File: src/design/tlc_pkg.sv
// Package for the two-level cache tag controller.
// Holds status codes, config register indexes and shared types; no dependencies.
package tlc_pkg;

  localparam int unsigned AddrW = 32;
  localparam int unsigned CfgW  = 4;
  // widest index field: a 4-bit index width selects at most 15 bits
  localparam int unsigned IdxW  = 15;

  typedef enum logic [2:0] {
    ST_NONE       = 3'd0,
    ST_READ_HIT   = 3'd1,
    ST_READ_MISS  = 3'd2,
    ST_WRITE_HIT  = 3'd3,
    ST_WRITE_MISS = 3'd4
  } status_e;

  localparam logic [2:0] CFG_L1_OFF  = 3'd0;
  localparam logic [2:0] CFG_L1_IDX  = 3'd1;
  localparam logic [2:0] CFG_L1_WAYS = 3'd2;
  localparam logic [2:0] CFG_L2_OFF  = 3'd3;
  localparam logic [2:0] CFG_L2_IDX  = 3'd4;
  localparam logic [2:0] CFG_L2_WAYS = 3'd5;

  // one classified access as it travels from front to back
  typedef struct packed {
    logic              wr;
    logic [AddrW-1:0]  addr;
  } req_t;

  // extract the index field from an address
  function automatic logic [IdxW-1:0] set_field(input logic [AddrW-1:0] a,
                                                 input logic [3:0] ob,
                                                 input logic [3:0] ib);
    logic [AddrW-1:0] m;
    logic [AddrW-1:0] v;
    m = (AddrW'(1) << ib) - AddrW'(1);
    v = (a >> ob) & m;
    return v[IdxW-1:0];
  endfunction

  // extract the tag field; zero when offset plus index covers the word
  function automatic logic [AddrW-1:0] tag_field(input logic [AddrW-1:0] a,
                                                  input logic [3:0] ob,
                                                  input logic [3:0] ib);
    logic [5:0] sh;
    sh = 6'(ob) + 6'(ib);
    return (sh >= 6'd32) ? '0 : (a >> sh);
  endfunction

endpackage

File: src/design/tlc_front.sv
// Front end: takes commands and feeds a two-entry queue.
// Depends on tlc_pkg.
module tlc_front import tlc_pkg::*; (
  input  logic        clk_i,
  input  logic        rst_ni,
  input  logic        start,
  output logic        busy,
  input  logic        opcode_i,
  input  logic [31:0] address_i,
  input  logic        pop_i,
  output logic        q_valid_o,
  output req_t        q_req_o
);

  logic [1:0] cnt_q, cnt_d;
  req_t       ent_q [2];
  logic       rd_q;
  logic       push;

  assign busy      = (cnt_q == 2'd2);
  assign push      = start && !busy;
  assign q_valid_o = (cnt_q != 2'd0);
  assign q_req_o   = ent_q[rd_q];

  always_comb begin
    cnt_d = cnt_q + 2'(push) - 2'(pop_i);
  end

  // advance the queue pointers
  always_ff @(posedge clk_i or negedge rst_ni) begin
    if (!rst_ni) begin
      cnt_q <= '0;
      rd_q  <= 1'b0;
    end else begin
      cnt_q <= cnt_d;
      if (pop_i) rd_q <= ~rd_q;
    end
  end

  // write the new word behind the current one
  always_ff @(posedge clk_i) begin
    if (push) ent_q[rd_q ^ cnt_q[0]] <= '{wr: opcode_i, addr: address_i};
  end

endmodule

File: config.mk
export PLATFORM = sky130hd
export DESIGN_NAME = tlc_front
export DESIGN_NICKNAME = d
export VERILOG_FILES = /design/src/design/tlc_pkg.sv /design/src/design/tlc_front.sv
export SDC_FILE = /design/constraint.sdc
export NUM_CORES = 1
export LEC_CHECK = 0
export BUFFER_PORTS_ARGS = -buffer_cell sky130_fd_sc_hd__buf_2
export CORE_UTILIZATION = 51
export CTS_CLUSTER_DIAMETER = 30
export DETAILED_ROUTE_END_ITERATION = 8
export GPL_ROUTABILITY_DRIVEN = 0
export HOLD_SLACK_MARGIN = 0.08
export MAX_ROUTING_LAYER = met4
export PLACE_DENSITY = 0.84
export SYNTH_ARGS = -nofsm -noshare
export SYNTH_HDL_FRONTEND = slang
export SYNTH_SLANG_ARGS = --single-unit
File: constraint.sdc
create_clock -name clk_i -period 3.5 [get_ports clk_i]
set_input_delay 0.525 -clock clk_i [delete_from_list [all_inputs] [get_ports clk_i]]
set_output_delay 0.525 -clock clk_i [all_outputs]
set_load 0.05 [all_outputs]
==> metrics.cfg <==
[route]
routed_wl_um = 4060
drt-vias-per-instance = 4.81
drt_iter0_markers = 59
vias = 1322
drc = 0
ant_nets = 0
dr.pass1.iters = 4
wl_per_cell_um = 14.8

[cts]
clock_latency_ns = 0.33
path_clk_slew_ns = 0.07
htreeDepth = 3
clockRootBuffer = clkbuf_8
numCtsBuffers = 9
cts_tree = done
cts_sinks = 69
cts_resized = 0
ctsLongestPathBuffers = 2

[global_route]
grt_pass1_wl_um = 5940
grt_use_total_pct = 16.9
grt_remaining_overflow = 0
grt_pass1_vias = 1284
antenna_found_initial = 0
grt_max_degree = 27

[yosys]
yosysSeqAreaShare_pct = 80.0
synthesis.area_um2 = 2570
ys_ff_latch = 69
yosysWarnings = 0
ys_types = 18
synth.area.mux_share_pct = 14.4
synth-compound-area-share_pct = 0.584
synth_simple_gate_area_share_pct = 1.65
syn_inst = 121
postSynthAreaPerCell_um2 = 21.3
yosysTopAreaCell = edfxtp_1
synth_xor_area_share_pct = 1.02
synth_top_family_by_area = multiplexers
synthAdderAreaFrac_pct = 0.973
synth_top_area_share_pct = 77.0
synth.top_cells.by_area = edfxtp_1, mux2_2, dfrtp_1
syn_nets = 160

[worst_setup_path]
crit_path_end_kind = primary output
worst_setup_path_start_kind = flop
cp_top_family = buffers and inverters
cp_num_buf_inv = 2
path_class = reg -> out
crit_fanout = 26
slowest_stage = dfrtp_1
cp_cell_sequence = buf_4 -> mux2_2 -> buf_2
crit_required_ns = 2.97
cpPeakStageDelay_ns = 0.61
arrival_ns = 1.97

[placement]
dp.cells = 258
place_hpwl_um = 2720
io_buffers = 71

[timing]
clock.fmax_mhz = 400
slew_headroom_pct = 48.5
finalSetupTns_ns = 0
rsz0062_at_grt = no
fin_crit_sh_pct = 71.4
final-setup-viol-count = 0
slew_viol_final = 0
worstMarginPinSlew_ns = 0.773
hold_viol_final = 0
skew_ns = 0.00539
min_period_ns = 2.50

[finish]
final_cells = 275
final_core_util_pct = 67.2
nFillCells = 333
mostFrequentLayoutCells = buf_2, edfxtp_1, mux2_2
layout.nets = 242
layout.area.seq_um2 = 2060
drive_gt1_share_pct = 58.2
final_common_cell = buf_2
multi_input_area_um2 = 492
area_growth_pct = 25.1
num_antenna_cells = 0

[die]
io_pins = 72
dieHeight_um = 73.0
dieArea_um2 = 5330
core_area_um2 = 4790
die_width_um = 73.0
start_util_pct = 53.8
rows = 25

[outcome]
status = finished clean

[pwr]
ir_worst_vdd_uv = 523
p_per_area_nw_per_um2 = 1000
leakagePower_uw = 0.00122

[min_path]
hold_path.class = in -> reg

[flow_run]
drv_cap = 0

==> final timing paths <==
| check | startpoint | end | slack [ns] | cells after the start |
|---|---|---|---|---|
| worst max register to register | rd_q$_DFFE_PN0P_ | ent_q[0][9]$_DFFE_PP_ | 1.27 | 3 |
| worst min register to register | cnt_q[1]$_DFF_PN0_ | cnt_q[1]$_DFF_PN0_ | 0.55 | 1 |
| max in group asynchronous | rst_ni | cnt_q[1]$_DFF_PN0_ | 2.88 | 2 |
| worst min-delay path | address_i[16] | ent_q[1][16]$_DFFE_PP_ | 0.37 | 1 |
| min in group asynchronous | rst_ni | rd_q$_DFFE_PN0P_ | 0.51 | 2 |
| worst max-delay path | rd_q$_DFFE_PN0P_ | q_req_o[25] | 1.00 | 3 |
==> per-stage QoR <==
stage          hold slack (ns)  power (uW)  worst slack, ns  cell area [um2]
2_1_floorplan            0.229        2380            0.585             2570
3_3_place_gp             0.326        2650             1.30             3030
3_5_place_dp             0.325        2670             1.24             3030
4_1_cts                  0.359        3270            0.955             3220
5_1_grt                  0.360        3360            0.893             3220
6_report                 0.374        3230             1.00             3220
==> cell type report <==
class / count / share of cell area, %
repair buffers: 75 / 12.4
inverters: 1 / 0.117
multi-input cells: 47 / 15.3
flip-flops and latches: 69 / 63.9
well taps: 67 / 2.60
clock buffers: 10 / 3.97
clock inverters: 6 / 1.67
==> power by group <==
part / switching [uW] / internal, uW / leakage, uW
combinational: 1010 / 400 / 0.000485
sequential: 76.6 / 1160 / 0.000646
clock: 272 / 321 / 0.0000888
==> layer usage <==
metal  wire length (um)  part of all wire [%]  track usage (%)  up-vias
met5                  0                     0                -        -
met1               1720                    42             18.1      625
li1                   -                     -                -      640
met2               2040                    50             26.9       48
met4                101                   2.5             11.8        0
met3                194                   4.8             5.25        9
==> sequential cells by signal, summed over array words and instances (netlist names) <==
name	count
ent_q	66
cnt_q	2
rd_q	1
==> worst register-to-register path, cell delays in order, from the launching register on <==
cell	delay [ns]
dfrtp_1	0.54
or3_1	0.48
a21boi_4	0.51
buf_4	0.38
==> Yosys cell counts, drive strengths merged <==
cell,count
or3,1
nor2b,2
xor2,1
ha,2
nand2,1
o21a,1
dfrtp,3
xnor2,2
mux2,33
edfxtp,66
or2,1
inv,1
nor3b,1
buf,4
nand2b,1
a21boi,1
==> cells by family after synthesis <==
family | after synthesis
AO/OA/AOI/OAI | 2
AND/OR/NAND/NOR | 7
buffers and inverters | 5
flip-flops | 69
XOR/XNOR | 3
adder cells (fa/ha/maj) | 2
multiplexers | 33
==> what timing repair did <==
action                    4_1_cts  5_1_grt
buffers inserted                0        0
hold buffers                    1        0
hold endpoints to repair        3        0
Note: power is estimated with default switching activity, not from simulation.
